File: config.mk
export PLATFORM = sky130hd
export DESIGN_NAME = auth_record_hex_parser_core
export DESIGN_NICKNAME = d
export VERILOG_FILES = /design/src/arhp_pkg.sv /design/src/arhp_parser.sv /design/src/arhp_out_queue.sv /design/src/auth_record_hex_parser_core.sv
export VERILOG_INCLUDE_DIRS = /design/src /design/src/src
export SDC_FILE = /design/constraint.sdc
export NUM_CORES = 1
export LEC_CHECK = 0
export ABC_AREA = 0
export BUFFER_PORTS_ARGS = -buffer_cell sky130_fd_sc_hd__buf_2
export CAP_MARGIN = 20
export CORE_MARGIN = 2
export CORE_UTILIZATION = 40
export CTS_CLUSTER_SIZE = 14
export DETAILED_ROUTE_END_ITERATION = 6
export PLACE_DENSITY_LB_ADDON = 0.2
export SYNTH_ARGS = -nofsm -noshare
export SYNTH_HDL_FRONTEND = slang
export SYNTH_HIERARCHICAL = 1
export SYNTH_SLANG_ARGS = --single-unit
File: constraint.sdc
create_clock -name clock -period 41.9 [get_ports clock]
set_input_delay 12.57 -clock clock [delete_from_list [all_inputs] [get_ports clock]]
set_output_delay 12.57 -clock clock [all_outputs]
set_load 0.005 [all_outputs]
File: src/assert_macros.svh
// Assertion macros shared by the record parser RTL.
`ifndef ASSERT_MACROS_SVH
`define ASSERT_MACROS_SVH
`ifndef SYNTHESIS
// Property must hold at every clock edge outside reset.
`define ARHP_ASSERT(lbl, clk, rst, prop, msg) \
   lbl: assert property (@(posedge clk) disable iff (rst) (prop)) else $error(msg);
// Property must never hold at a clock edge outside reset.
`define ARHP_ASSERT_NEVER(lbl, clk, rst, prop, msg) \
   lbl: assert property (@(posedge clk) disable iff (rst) not (prop)) else $error(msg);
`else
`define ARHP_ASSERT(lbl, clk, rst, prop, msg)
`define ARHP_ASSERT_NEVER(lbl, clk, rst, prop, msg)
`endif
`endif

File: src/arhp_pkg.sv
// Types and constants of the hex record parser.
package arhp_pkg;

   typedef struct packed {
      logic [7:0] hex_char;
      logic       is_last;
   } req_type;

   typedef struct packed {
      logic        kind;
      logic        run_last;
      logic [7:0]  user_byte;
      logic [1:0]  status;
      logic [47:0] first_mac;
      logic [31:0] mode_word;
      logic [31:0] time_left;
      logic [7:0]  user_count;
   } rsp_type;

   // Up to two results caused by one transfer; a lone result sits in first.
   typedef struct packed {
      logic    first_valid;
      logic    second_valid;
      rsp_type first;
      rsp_type second;
   } res_pair_type;

   localparam logic KIND_USER    = 1'b0;
   localparam logic KIND_SUMMARY = 1'b1;

   localparam logic [1:0] ST_OK        = 2'd0;
   localparam logic [1:0] ST_SHORT     = 2'd1;
   localparam logic [1:0] ST_VERSION   = 2'd2;
   localparam logic [1:0] ST_MAC_COUNT = 2'd3;

   localparam logic CSR_VERSION = 1'b0;
   localparam logic CSR_KEY     = 1'b1;

   localparam logic [7:0] VERSION_RESET = 8'd1;
   localparam logic [7:0] KEY_RESET     = 8'hDA;

   // Header byte positions.
   localparam logic [4:0] POS_VERSION = 5'd0;
   localparam logic [4:0] POS_COUNT   = 5'd1;
   localparam logic [4:0] MAC_END     = 5'd8;
   localparam logic [4:0] BASE_ONE    = 5'd8;
   localparam logic [4:0] BASE_TWO    = 5'd14;
   localparam logic [4:0] POS_MAX     = 5'd23;

   localparam int QDEPTH = 3;

endpackage

File: src/arhp_parser.sv
// Character decoder and record field state; produces the results of one transfer.
`include "assert_macros.svh"
module arhp_parser (
   input  logic                  clock,
   input  logic                  reset,
   input  logic                  accept,
   input  arhp_pkg::req_type     req,
   input  logic [7:0]            expected_version,
   input  logic [7:0]            xor_key,
   output arhp_pkg::res_pair_type res
);
   import arhp_pkg::*;

   logic [3:0]  high_ff, high_in, high_upd;
   logic        pending_ff, pending_in, pending_upd;
   logic        stopped_ff, stopped_in, stopped_upd;
   logic [4:0]  pos_ff, pos_in, pos_upd;
   logic        two_ff, two_in, two_upd;
   logic [1:0]  err_ff, err_in, err_upd;
   logic [47:0] mac_ff, mac_in, mac_upd;
   logic [31:0] mode_ff, mode_in, mode_upd;
   logic [31:0] time_ff, time_in, time_upd;
   logic [7:0]  len_ff, len_in, len_upd;
   logic [7:0]  emit_ff, emit_in, emit_upd;

   logic        is_digit, is_lower, is_upper, is_alnum;
   logic [7:0]  nib_wide;
   logic [7:0]  dec_byte;
   logic [4:0]  base, base_upd;
   logic        byte_out;
   logic [1:0]  st;
   rsp_type     user_rsp, sum_rsp;
   logic        clear;

   always_comb begin
      is_digit = (req.hex_char >= 8'h30) && (req.hex_char <= 8'h39);
      is_lower = (req.hex_char >= 8'h61) && (req.hex_char <= 8'h7A);
      is_upper = (req.hex_char >= 8'h41) && (req.hex_char <= 8'h5A);
      is_alnum = is_digit || is_lower || is_upper;
      if (is_digit) begin
         nib_wide = req.hex_char - 8'h30;
      end else if (is_lower) begin
         nib_wide = req.hex_char - 8'h57;
      end else begin
         nib_wide = req.hex_char - 8'h37;
      end
      dec_byte = {high_ff, nib_wide[3:0]} ^ xor_key;
      base     = two_ff ? BASE_TWO : BASE_ONE;
   end

   always_comb begin
      high_upd    = high_ff;
      pending_upd = pending_ff;
      stopped_upd = stopped_ff;
      pos_upd     = pos_ff;
      two_upd     = two_ff;
      err_upd     = err_ff;
      mac_upd     = mac_ff;
      mode_upd    = mode_ff;
      time_upd    = time_ff;
      len_upd     = len_ff;
      emit_upd    = emit_ff;
      byte_out    = 1'b0;
      if (accept && !stopped_ff) begin
         if (!is_alnum) begin
            stopped_upd = 1'b1;
            pending_upd = 1'b0;
         end else if (!pending_ff) begin
            high_upd    = nib_wide[3:0];
            pending_upd = 1'b1;
         end else begin
            pending_upd = 1'b0;
            if (err_ff == ST_OK) begin
               if (pos_ff == POS_VERSION) begin
                  if (dec_byte != expected_version) begin
                     err_upd = ST_VERSION;
                  end else begin
                     pos_upd = pos_ff + 5'd1;
                  end
               end else if (pos_ff == POS_COUNT) begin
                  if (dec_byte != 8'd1 && dec_byte != 8'd2) begin
                     err_upd = ST_MAC_COUNT;
                  end else begin
                     two_upd = (dec_byte == 8'd2);
                     pos_upd = pos_ff + 5'd1;
                  end
               end else if (pos_ff < MAC_END) begin
                  mac_upd = {mac_ff[39:0], dec_byte};
                  pos_upd = pos_ff + 5'd1;
               end else if (pos_ff < base) begin
                  pos_upd = pos_ff + 5'd1;
               end else if (pos_ff < base + 5'd4) begin
                  mode_upd = {mode_ff[23:0], dec_byte};
                  pos_upd  = pos_ff + 5'd1;
               end else if (pos_ff < base + 5'd8) begin
                  time_upd = {time_ff[23:0], dec_byte};
                  pos_upd  = pos_ff + 5'd1;
               end else if (pos_ff == base + 5'd8) begin
                  len_upd = dec_byte;
                  pos_upd = pos_ff + 5'd1;
               end else if (emit_ff < len_ff) begin
                  emit_upd = emit_ff + 8'd1;
                  byte_out = 1'b1;
               end
            end
         end
      end
   end

   always_comb begin
      base_upd = two_upd ? BASE_TWO : BASE_ONE;
      st       = err_upd;
      if (st == ST_OK && pos_upd < base_upd + 5'd9) begin
         st = ST_SHORT;
      end

      user_rsp           = '0;
      user_rsp.kind      = KIND_USER;
      user_rsp.run_last  = !req.is_last;
      user_rsp.user_byte = dec_byte;

      sum_rsp            = '0;
      sum_rsp.kind       = KIND_SUMMARY;
      sum_rsp.run_last   = 1'b1;
      sum_rsp.status     = st;
      sum_rsp.first_mac  = (pos_upd >= MAC_END) ? mac_upd : '0;
      sum_rsp.mode_word  = (pos_upd >= base_upd + 5'd4) ? mode_upd : '0;
      sum_rsp.time_left  = (pos_upd >= base_upd + 5'd8) ? time_upd : '0;
      sum_rsp.user_count = emit_upd;

      clear = accept && req.is_last;

      res.first_valid  = byte_out || clear;
      res.second_valid = byte_out && clear;
      res.first        = byte_out ? user_rsp : sum_rsp;
      res.second       = sum_rsp;
   end

   // Drop all record state after the summary so the next character starts fresh.
   always_comb begin
      high_in    = clear ? '0 : high_upd;
      pending_in = clear ? 1'b0 : pending_upd;
      stopped_in = clear ? 1'b0 : stopped_upd;
      pos_in     = clear ? '0 : pos_upd;
      two_in     = clear ? 1'b0 : two_upd;
      err_in     = clear ? ST_OK : err_upd;
      mac_in     = clear ? '0 : mac_upd;
      mode_in    = clear ? '0 : mode_upd;
      time_in    = clear ? '0 : time_upd;
      len_in     = clear ? '0 : len_upd;
      emit_in    = clear ? '0 : emit_upd;
   end

   always_ff @(posedge clock) begin
      if (reset) begin
         high_ff    <= '0;
         pending_ff <= 1'b0;
         stopped_ff <= 1'b0;
         pos_ff     <= '0;
         two_ff     <= 1'b0;
         err_ff     <= ST_OK;
         mac_ff     <= '0;
         mode_ff    <= '0;
         time_ff    <= '0;
         len_ff     <= '0;
         emit_ff    <= '0;
      end else begin
         high_ff    <= high_in;
         pending_ff <= pending_in;
         stopped_ff <= stopped_in;
         pos_ff     <= pos_in;
         two_ff     <= two_in;
         err_ff     <= err_in;
         mac_ff     <= mac_in;
         mode_ff    <= mode_in;
         time_ff    <= time_in;
         len_ff     <= len_in;
         emit_ff    <= emit_in;
      end
   end

   `ARHP_ASSERT(a_pos_bound, clock, reset, pos_ff <= POS_MAX, "header position out of range")
   `ARHP_ASSERT(a_clear_after_last, clock, reset,
      (accept && req.is_last) |=> (pos_ff == POS_VERSION && !pending_ff && !stopped_ff),
      "state not cleared after summary")
   `ARHP_ASSERT(a_err_sticky, clock, reset,
      (err_ff != ST_OK && !(accept && req.is_last)) |=> (err_ff == $past(err_ff)),
      "latched error changed within a string")

endmodule

File: src/arhp_out_queue.sv
// Three-entry result queue that absorbs up to two results per transfer.
`include "assert_macros.svh"
module arhp_out_queue (
   input  logic                   clock,
   input  logic                   reset,
   input  logic                   push,
   input  arhp_pkg::res_pair_type res,
   output logic                   room,
   output logic                   rsp_valid,
   input  logic                   rsp_ready,
   output arhp_pkg::rsp_type      rsp_data
);
   import arhp_pkg::*;

   rsp_type    q_ff [QDEPTH];
   rsp_type    q_in [QDEPTH];
   logic [1:0] cnt_ff, cnt_in, cnt_mid;
   logic       pop;
   logic       push_first, push_second;

   always_comb begin
      pop         = (cnt_ff != 2'd0) && rsp_ready;
      cnt_mid     = cnt_ff - {1'b0, pop};
      room        = (cnt_mid <= 2'd1);
      push_first  = push && res.first_valid;
      push_second = push && res.second_valid;
      for (int i = 0; i < QDEPTH; i++) begin
         if (pop && i < QDEPTH - 1) begin
            q_in[i] = q_ff[(i < QDEPTH - 1) ? i + 1 : i];
         end else begin
            q_in[i] = q_ff[i];
         end
         if (push_first && cnt_mid == i[1:0]) begin
            q_in[i] = res.first;
         end
         if (push_second && (cnt_mid + 2'd1) == i[1:0]) begin
            q_in[i] = res.second;
         end
      end
      cnt_in = cnt_mid + {1'b0, push_first} + {1'b0, push_second};
   end

   always_ff @(posedge clock) begin
      if (reset) begin
         cnt_ff <= '0;
      end else begin
         cnt_ff <= cnt_in;
      end
   end

   always_ff @(posedge clock) begin
      for (int i = 0; i < QDEPTH; i++) begin
         q_ff[i] <= q_in[i];
      end
   end

   assign rsp_valid = (cnt_ff != 2'd0);
   assign rsp_data  = q_ff[0];

   `ARHP_ASSERT(a_cnt_bound, clock, reset, cnt_ff <= 2'(QDEPTH), "queue overfilled")
   `ARHP_ASSERT_NEVER(a_push_no_room, clock, reset, push && !room, "push without room")
   `ARHP_ASSERT(a_two_push, clock, reset,
      (push_first && push_second && !pop) |=> (cnt_ff == $past(cnt_ff) + 2'd2),
      "pair of results not both queued")

endmodule

File: src/auth_record_hex_parser_core.sv
// Top level of the hex-encoded authentication record parser.
// Takes one ASCII character per transfer and decodes pairs into bytes, which are
// XORed with the key register and walked through the record header (version,
// MAC count, first MAC, optional second MAC, auth mode, remaining time, user
// length). User name bytes come out as kind 0 results as soon as their second
// character arrives; the character flagged is_last adds a kind 1 summary and
// clears the record state for the next string. Every character is processed in
// the cycle it is accepted and its results are registered into a three-entry
// queue whose head drives the rsp_ payload, so one character per clock is
// sustained while rsp_ready keeps the queue draining. req_ready stays high
// while the queue, after this cycle's drain, has room for two results, so a
// closing character that also yields a user byte always fits in the queue.
// Write csr_ registers only while no string is in flight.
`include "assert_macros.svh"
module auth_record_hex_parser_core (
   input  logic              clock,
   input  logic              reset,
   input  logic              req_valid,
   output logic              req_ready,
   input  arhp_pkg::req_type req_data,
   output logic              rsp_valid,
   input  logic              rsp_ready,
   output arhp_pkg::rsp_type rsp_data,
   input  logic              csr_write_en,
   input  logic              csr_index,
   input  logic [7:0]        csr_wdata
);
   import arhp_pkg::*;

   logic [7:0]   version_ff, version_in;
   logic [7:0]   key_ff, key_in;
   logic         accept;
   logic         room;
   res_pair_type res;

   // Configuration registers: hold unless written.
   always_comb begin
      version_in = version_ff;
      key_in     = key_ff;
      if (csr_write_en) begin
         case (csr_index)
            CSR_VERSION: version_in = csr_wdata;
            CSR_KEY:     key_in     = csr_wdata;
            default:     version_in = version_ff;
         endcase
      end
   end

   always_ff @(posedge clock) begin
      if (reset) begin
         version_ff <= VERSION_RESET;
         key_ff     <= KEY_RESET;
      end else begin
         version_ff <= version_in;
         key_ff     <= key_in;
      end
   end

   // Accept a transfer whenever the queue can take both possible results.
   assign req_ready = room;
   assign accept    = req_valid && req_ready;

   arhp_parser u_parser (
      .clock            (clock),
      .reset            (reset),
      .accept           (accept),
      .req              (req_data),
      .expected_version (version_ff),
      .xor_key          (key_ff),
      .res              (res)
   );

   arhp_out_queue u_queue (
      .clock     (clock),
      .reset     (reset),
      .push      (accept),
      .res       (res),
      .room      (room),
      .rsp_valid (rsp_valid),
      .rsp_ready (rsp_ready),
      .rsp_data  (rsp_data)
   );

   `ARHP_ASSERT(a_summary_is_last, clock, reset,
      (rsp_valid && rsp_data.kind == KIND_SUMMARY) |-> rsp_data.run_last,
      "summary result without run_last")
   `ARHP_ASSERT(a_user_clean, clock, reset,
      (rsp_valid && rsp_data.kind == KIND_USER) |-> (rsp_data.status == ST_OK
         && rsp_data.user_count == 8'd0),
      "user byte result carries summary fields")
   `ARHP_ASSERT(a_pair_order, clock, reset,
      (res.second_valid && accept) |-> (res.first.kind == KIND_USER
         && res.second.kind == KIND_SUMMARY),
      "result pair out of order")

endmodule
# ---- Word level (Yosys, flattened, before mapping)
# Memories as Yosys holds them, arrays and structs flattened.
# Cells that the tools add are included.
dict set report totals {
  memories 1
  reg_bits 160
  inputBits 23
  mem_bits_rw 396
}
# name words word_bits read_ports rd_ports_with_merged_regs write_ports line
set mem_list {}
lappend mem_list {u_queue.q_ff 3 132 3 0 3 arhp_out_queue.sv:15} ;# rsp_type q_ff [QDEPTH];
dict set report op_classes {
  order_cmp 16
  bitwise_logic 10
  n_addsub 14
  n_reduce_logical 35
  muxes 97
  eq_ne 10
}
# operator n
set op_table {}
lappend op_table {{$mux 132} 9}
lappend op_table {{$mux 32} 21}
lappend op_table {{$mux 48} 8}
lappend op_table {{$mux 8} 12}
lappend op_table {{$mux 5} 13}
lappend op_table {{$mux 1} 21}
lappend op_table {{$lt 5x5->1} 4}
lappend op_table {{$logic_and 1x1->1} 18}
lappend op_table {{$mux 2} 9}
lappend op_table {{$ge 8x7->1 const B} 2}
lappend op_table {{$le 8x7->1 const B} 2}
lappend op_table {{$add 5x4->5 const B} 3}
lappend op_table {{$reduce_and 11->1} 1}
lappend op_table {{$add 5x3->5 const B} 2}
lappend op_table {{$ge 5x5->1} 2}
lappend op_table {{$not 1->1} 9}
lappend op_table {{$add 8x1->8 const B} 1}
lappend op_table {{$eq 8x2->1 const B} 1}
lappend op_table {{$ge 8x6->1 const B} 1}
lappend op_table {{$le 8x6->1 const B} 1}
lappend op_table {{$logic_not 2->1} 4}
lappend op_table {{$lt 8x8->1} 1}
lappend op_table {{$mux 4} 2}
lappend op_table {{$ne 8x1->1 const B} 1}
lappend op_table {{24 further kinds} 34}

# ---- Depth between registers and ports, before layout
# Gate-level depths: netlist of run 1.
dict set report logic_depth {
  ltp_word 22
  depth_mapped 27
  mapped_depth_nobuf 22
}

# ---- Hierarchy
# The synthesis of run 1 kept the hierarchy.
# module n_inst cells_each area_each_um2
set by_module_without_submodules {}
lappend by_module_without_submodules {arhp_out_queue 1 1685 21230.4}
lappend by_module_without_submodules {arhp_parser 1 974 7792.5}
lappend by_module_without_submodules {auth_record_hex_parser_core 1 65 680.7}

# ---- Worst setup path after synthesis of run 1
# Ideal clock, no wire load.
dict set report synth_timing {
  path_kind {input to register}
  start {input port rsp_ready}
  end {memory u_queue/q_ff[0][132] (netlist bit), enable pin}
  cell_stages 19
  arrival_ns 31.047
  slack_ns 9.780
  cell_sequence {nand2_1 -> inv_1 -> ha_1 -> xor2_2 -> inv_2 -> buf_2 -> clkbuf_1 -> buf_2 -> and2_1 -> nand2b_1 -> nor4_1 -> o211a_1 -> inv_2 -> clkbuf_1 -> nand2_1 -> nand2_1 -> clkbuf_1 -> clkbuf_1 -> o311ai_0}
}
# element line
set synth_rtl {}
lappend synth_rtl {{start: declaration} auth_record_hex_parser_core.sv:22} ;# input logic rsp_ready,
lappend synth_rtl {{end: declaration} arhp_out_queue.sv:15}

# ---- Worst setup path in the final report of run 1
dict set report layout_timing {
  start {input port rsp_ready}
  end {output port req_ready}
}
dict set report layout_via {
  elab_chain_len 3
}
# element line
set layout_rtl {}
lappend layout_rtl {{$logic_and 1x1->1} arhp_out_queue.sv:22} ;# pop = (cnt_ff != 2'd0) && rsp_ready;
lappend layout_rtl {{$sub 2x1->2} arhp_out_queue.sv:23} ;# cnt_mid = cnt_ff - {1'b0, pop};
lappend layout_rtl {{$le 2x1->1} arhp_out_queue.sv:24} ;# room = (cnt_mid <= 2'd1);
lappend layout_rtl {{end: declaration} auth_record_hex_parser_core.sv:19} ;# output logic req_ready,
# No other way between the ends.

==> impl_metrics.toml, run 1 <==
[status]
status = "finished, final reports clean"

[synth]
synth_flop_cell = "edfxtp_1"
yosys_warnings = 6
ys_seq_elements = 556
ys_types = 68
seq_area_frac_synth = 0.508
yosysMostFrequentCell = "edfxtp_1"
synthCells = 2724
synth_area_um2 = 29700
synth_area_leaders = "edfxtp_1, dfxtp_1, a221o_1, buf_4, nand4b_1"
synthTopCellsByCount = "edfxtp_1, nor2_1, clkbuf_1"
synth_top_area_cell = "edfxtp_1"
synth_top_cell_area_share = 0.400
async_reset_ff_frac = 0
avgSynthCellArea_um2 = 10.9
synth-edff-count = 396

[global_route]
use_met1 = 0.309
grt_max_degree = 115
grt_overflow = 0
grt_use_met3 = 0.0413
grtUsageTotal = 0.226
met2_usage = 0.360
antenna_found_initial = 1
grt.busiest_layer = "met2"
grt_pass1_vias = 22400
grt_pass1_wl_um = 137000

[worst_hold_path]
hold_depth = 2
hold_class = "reg -> reg"

[worst_setup_path]
ff2ff_path_depth = 19
regToRegSetupSlack_ns = 34.77
r2r_start = "u_queue/cnt_ff[1]"
critPathCapture = "req_ready"
cp.arrival_ns = 13.84
cp_max_fo = 54
startpoint = "rsp_ready"
rr_endpoint = "u_queue/q_ff[0][249]"
required_ns = 29.33
path_class = "in -> out"
endpoint_kind = "output pin"
cp-start-kind = "input port"

[detailed_routing]
drt_drc_violations_left = 0
drtIter0Drc = 2436
viasPerCell = 6.27
wl_per_cell_um = 25.1
totalWireLength_um = 90000
vias = 22500
first_pass_iters = 5
ant_nets = 0

[clocking]
cts.sinks = 556
post_cts_resized = 0
worstSkewPairLatency_ns = 0.66
cts_tree = "done"
cts-root-buf = "clkbuf_16"
cts_max_level = 2
clockBufferDepth = 3
postCtsHoldBufs = 0
cts-buffers-inserted = 61
clkTransAtPathRegs_ns = 0.06
cts_setup_buffers = 0

[job]
cap_violations = 0

[floorplanning]
ios = 157
die-area_um2 = 76500
start_util = 0.406
die_h_um = 277
rows = 99
die_x_um = 277
core_um2 = 73200

[timing]
skew_ns = 0.0520
drv_slew = 0
totalNegativeSetupSlack_ns = 0
rsz0062_at_grt = "false"
hold_ws_ns = 0.476
fin_crit_sh = 0.630
slew_headroom = 0.221
worst_pin_slew_ns = 1.17
finalHoldViolCount = 0
setup_violations = 0
fin_crit_ns = 26.41
max_clock_freq_mhz = 37.9

[power_and_ir_drop]
power_density_nw_per_um2 = 57.2
total_power_w = 0.00183
leakage_nw = 11.7
ir_worst_vdd_uv = 49.4

[finish]
drive_gt1_frac = 0.148
nNetsFinal = 2630
fillers = 6786
seq_area_um2 = 15100
multi_input_area_um2 = 12400
area_delta_synth_final_pct = 7.62
postLayoutCoreUtil = 0.437

[placed_design]
io_buffers = 156
dpl.hpwl_um = 47400
routabilityCongestion = 0.771
[worst min-delay path by stage]
stage	end	slack, ns	startpoint
2_1_floorplan	u_parser/len_ff[5]	0.44	u_parser/len_ff[5]
3_3_place_gp	u_parser/pending_ff	0.47	u_parser/pending_ff
3_5_place_dp	u_parser/len_ff[6]	0.47	u_parser/len_ff[6]
4_1_cts	u_parser/pending_ff	0.48	u_parser/pending_ff
5_1_grt	version_ff[6]	0.51	version_ff[6]
6_report	u_parser/pending_ff	0.48	u_parser/pending_ff
[layout make-up]
cell class / count / area share
clock buffers: 78 / 0.0510
clock inverters: 36 / 0.00979
repair buffers: 203 / 0.0380
diodes: 2 / 0.000157
multi-input cells: 1730 / 0.388
flip-flops and latches: 556 / 0.472
well taps: 959 / 0.0375
inverters: 27 / 0.00348
[layer usage]
| layer | up-vias | wire [µm] |
|---|---|---|
| met3 | 159 | 7200 |
| met2 | 1147 | 41200 |
| li1 | 10000 | - |
| met5 | - | 13 |
| met4 | 2 | 2450 |
| met1 | 11200 | 39200 |
[worst max-delay path, stage by stage]
cell     delay (ns)
buf_2          0.10
nand2_1        0.14
inv_1          0.11
ha_4           0.19
xor2_4         0.19
inv_6          0.34
buf_2          0.20
[cell families after synthesis]
| logic type | after synthesis | synth area share |
|---|---|---|
| adder cells (fa/ha/maj) | 28 | 0.0118 |
| flip-flops | 556 | 0.508 |
| XOR/XNOR | 36 | 0.0124 |
| other | 2 | 0.000253 |
| multiplexers | 242 | 0.0872 |
| AND/OR/NAND/NOR | 822 | 0.153 |
| AO/OA/AOI/OAI | 592 | 0.147 |
| buffers and inverters | 446 | 0.0808 |
[state kept, by name, indices dropped and copies added (netlist names)]
signal / count
u_parser/pos_ff: 5
u_parser/mac_ff: 48
u_parser/mode_ff: 32
key_ff: 8
u_parser/pending_ff: 1
u_parser/high_ff: 4
u_queue/q_ff: 396
u_parser/len_ff: 8
version_ff: 8
u_parser/stopped_ff: 1
u_parser/emit_ff: 8
u_parser/time_ff: 32
u_parser/two_ff: 1
u_parser/err_ff: 2
u_queue/cnt_ff: 2
[report_power, final]
group	total, W	internal (W)	switching [W]
Sequential	0.000771	0.000736	0.0000356
Combinational	0.000529	0.000135	0.000394
Clock	0.000528	0.000299	0.000229
[stage by stage]
step	std cells	setup slack (ns)	cell area, µm²
after floorplan	2732	9.78	29700
after global placement	3471	15.48	29900
after detailed placement	3472	15.51	29900
after CTS	3586	15.50	31900
after global routing	3589	15.42	32000
final	3591	15.49	32000
[cells in the final DEF, fill, tap and decap left out, types with 24 or more instances in the layout]
cell type  count
dfxtp_1      160
buf_2        156
buf_4         43
clkbuf_16     61
nand4b_1     133
mux2_2        63
a221o_1      134
a31oi_1      135
a21oi_1      122
inv_1         24
ha_1          27
mux2_1        69
nor2_1       294
mux2i_1      108
nor3_1       137
and3_1       139
edfxtp_1     396
o31ai_1      134
Power figures use the tool's default switching activity.
==> run 2: changes to the inputs <==
- ABC_AREA: 0 -> 1
- clock period: 41.9 -> 27.4 ns (I/O delays scaled with it)
==> impl_metrics.toml, run 2 <==
[global_route]
grt_max_degree = 136
grt_overflow = 0
grt_pass1_vias = 23100
grt_pass1_wl_um = 136000
grtUsageTotal = 0.221
antenna_found_initial = 0

[clocking]
postCtsHoldBufs = 0
clkTransAtPathRegs_ns = 0.06
worstSkewPairLatency_ns = 0.64
clockBufferDepth = 3
cts.sinks = 556
cts-root-buf = "clkbuf_16"
cts_max_level = 2
post_cts_resized = 0
cts_tree = "done"
cts_setup_buffers = 0
cts-buffers-inserted = 61

[synth]
synthCells = 3866
yosys_warnings = 6
synth_area_um2 = 30600
synthAdderAreaFrac = 0.0115
synth_area_leaders = "edfxtp_1, nand3_1, dfxtp_1, nand2_1, inv_1"
synth_compound_area_frac = 0.0465
synth_flop_cell = "edfxtp_1"
synthSimpleGateAreaFrac = 0.294
avgSynthCellArea_um2 = 7.90
synth.area.mux_share = 0.0128
synth_top_cell_area_share = 0.389
yosysMostFrequentCell = "nand3_1"
synth_top_family_by_area = "simple AND/OR/NAND/NOR gates"
synth_xor_area_frac = 0.00401
seq_area_frac_synth = 0.494
async_reset_ff_frac = 0
synth_top_area_cell = "edfxtp_1"
ys_types = 44
synth-edff-count = 396
synthTopCellsByCount = "nand3_1, nand2_1, inv_1"
ys_seq_elements = 556

[worst_setup_path]
crit_chain = "buf_2 > nand2_1 > inv_1 > ha_1 > inv_1 > nand2_1 > nand2_8 > buf_2"
max_stage_delay_ns = 0.32
regToRegSetupSlack_ns = 20.35
worstPathBufferInverterCount = 4
cp_slowest_cell = "nand2_8"
endpoint_kind = "output pin"
critPathTopFamily = "simple AND/OR/NAND/NOR gates"
cp-start-kind = "input port"
path_class = "in -> out"
cp_max_fo = 46
cp.arrival_ns = 9.60
required_ns = 19.18

[detailed_routing]
totalWireLength_um = 87700
wl_per_cell_um = 18.4
ant_nets = 0
viasPerCell = 5.23
drtIter0Drc = 2321
vias = 24900
drt_drc_violations_left = 0
first_pass_iters = 6

[power_and_ir_drop]
ir_worst_vdd_uv = 58.3
p_comb_frac = 0.224
p_switching_w = 0.000808
internal-power_w = 0.00167
seqPwrFrac = 0.446
clkPwrFrac = 0.330
leakage_nw = 15.3
switching_share = 0.326
power_density_nw_per_um2 = 75.6

[finish]
num_antenna_cells = 0
final_common_cell = "nand3_1"
largest_reg_flops = 396
seq_area_um2 = 15100
drive_gt1_frac = 0.0945
area_delta_synth_final_pct = 7.16
largest-register = "u_queue/q_ff"
nNetsFinal = 3788
multi_input_area_um2 = 11400
mostFrequentLayoutCells = "nand3_1, nand2_1, inv_1, nor2_1, edfxtp_1"
fin_area_um2 = 32700
fin_cells = 4766
fillers = 7681
top_regs = "u_queue/q_ff (396), u_parser/mac_ff (48)"

[timing]
fin_crit_ns = 17.82
skew_ns = 0.0272
fin_crit_sh = 0.650
rsz0062_at_grt = "false"
drv_slew = 0
finalHoldViolCount = 0
totalNegativeSetupSlack_ns = 0
setup_violations = 0
max_clock_freq_mhz = 56.1
worst_pin_slew_ns = 1.12
slew_headroom = 0.252
hold_ws_ns = 0.463

[floorplanning]
core_um2 = 75800
start_util = 0.403
rows = 101
die_h_um = 280
die_x_um = 280
die-area_um2 = 78600
ios = 157

[status]
status = "finished, final reports clean"

[worst_hold_path]
hold_class = "reg -> reg"

[job]
cap_violations = 0

[placed_design]
io_buffers = 156
place_inst = 4652
post_dp_cell_area_um2 = 30800
dpl.hpwl_um = 49300
routabilityCongestion = 0.848
-- run 2: cell types whose count changed after synthesis, moves of 133 or more --
cell      change
nand4b_1    -133
nand3_1     +834
o31ai_1     -133
nor2_1      +139
and3_1      -139
nand2_1     +604
inv_1       +498
a221o_1     -134
-- run 2: metal layers --
layer,share of wire,global-route usage
met5,0,0
met3,0.073,0.0369
met1,0.46,0.318
met2,0.44,0.340
met4,0.024,0.0623
-- run 2: logic make-up (layout without fill, tap and decap cells) --
group | Yosys count | count (layout)
adders and majority gates | 28 | 28
and+or+nand+nor | 2029 | 2029
muxes | 39 | 39
DFF | 556 | 556
xor gates and xnor gates | 14 | 14
buffers and inverters | 923 | 837
other | 2 | 10
AOI/OAI and AO/OA | 275 | 275
-- run 2: worst paths after layout --
| kind | start | endpoint | cells past startpoint |
|---|---|---|---|
| worst max-delay path | rsp_ready | req_ready | 8 |
| worst min-delay path | u_parser/stopped_ff | u_parser/stopped_ff | 2 |
| worst min register to register | u_parser/stopped_ff | u_parser/stopped_ff | 2 |
| worst max register to register | u_queue/cnt_ff[1] | u_queue/q_ff[0][61] | 26 |
-- run 2: power by group through the flow --
| stage | logic, W | registers [W] | clock network, W |
|---|---|---|---|
| finish | 0.000554 | 0.00111 | 0.000817 |
| global route | 0.000602 | 0.00112 | 0.000869 |
| CTS | 0.000555 | 0.00111 | 0.000838 |
| detailed placement | 0.000554 | 0.00112 | 0 |
| global placement | 0.000550 | 0.00113 | 0 |
| floorplan | 0.000392 | 0.00114 | 0 |
-- run 2: final cells by class --
cell class / instances / share of cell area
multi-input cells: 2395 / 0.348
well taps: 978 / 0.0374
clock inverters: 27 / 0.00753
repair buffers: 193 / 0.0327
clock buffers: 87 / 0.0521
inverters: 530 / 0.0612
flip-flops and latches: 556 / 0.461
-- run 2: tightest hold or removal path, cell delays in order (launching register included) --
cell and delay (ns):
dfxtp_1 0.30, inv_1 0.06, a21oi_1 0.06
-- run 2: through the flow --
stage	utilization	power [W]	setup WS, ns
floorplan	-	0.00153	9.87
global placement	0.406	0.00168	9.58
detailed placement	0.406	0.00168	9.60
CTS	0.432	0.00250	9.60
global route	0.432	0.00259	9.52
finish	0.432	0.00248	9.58
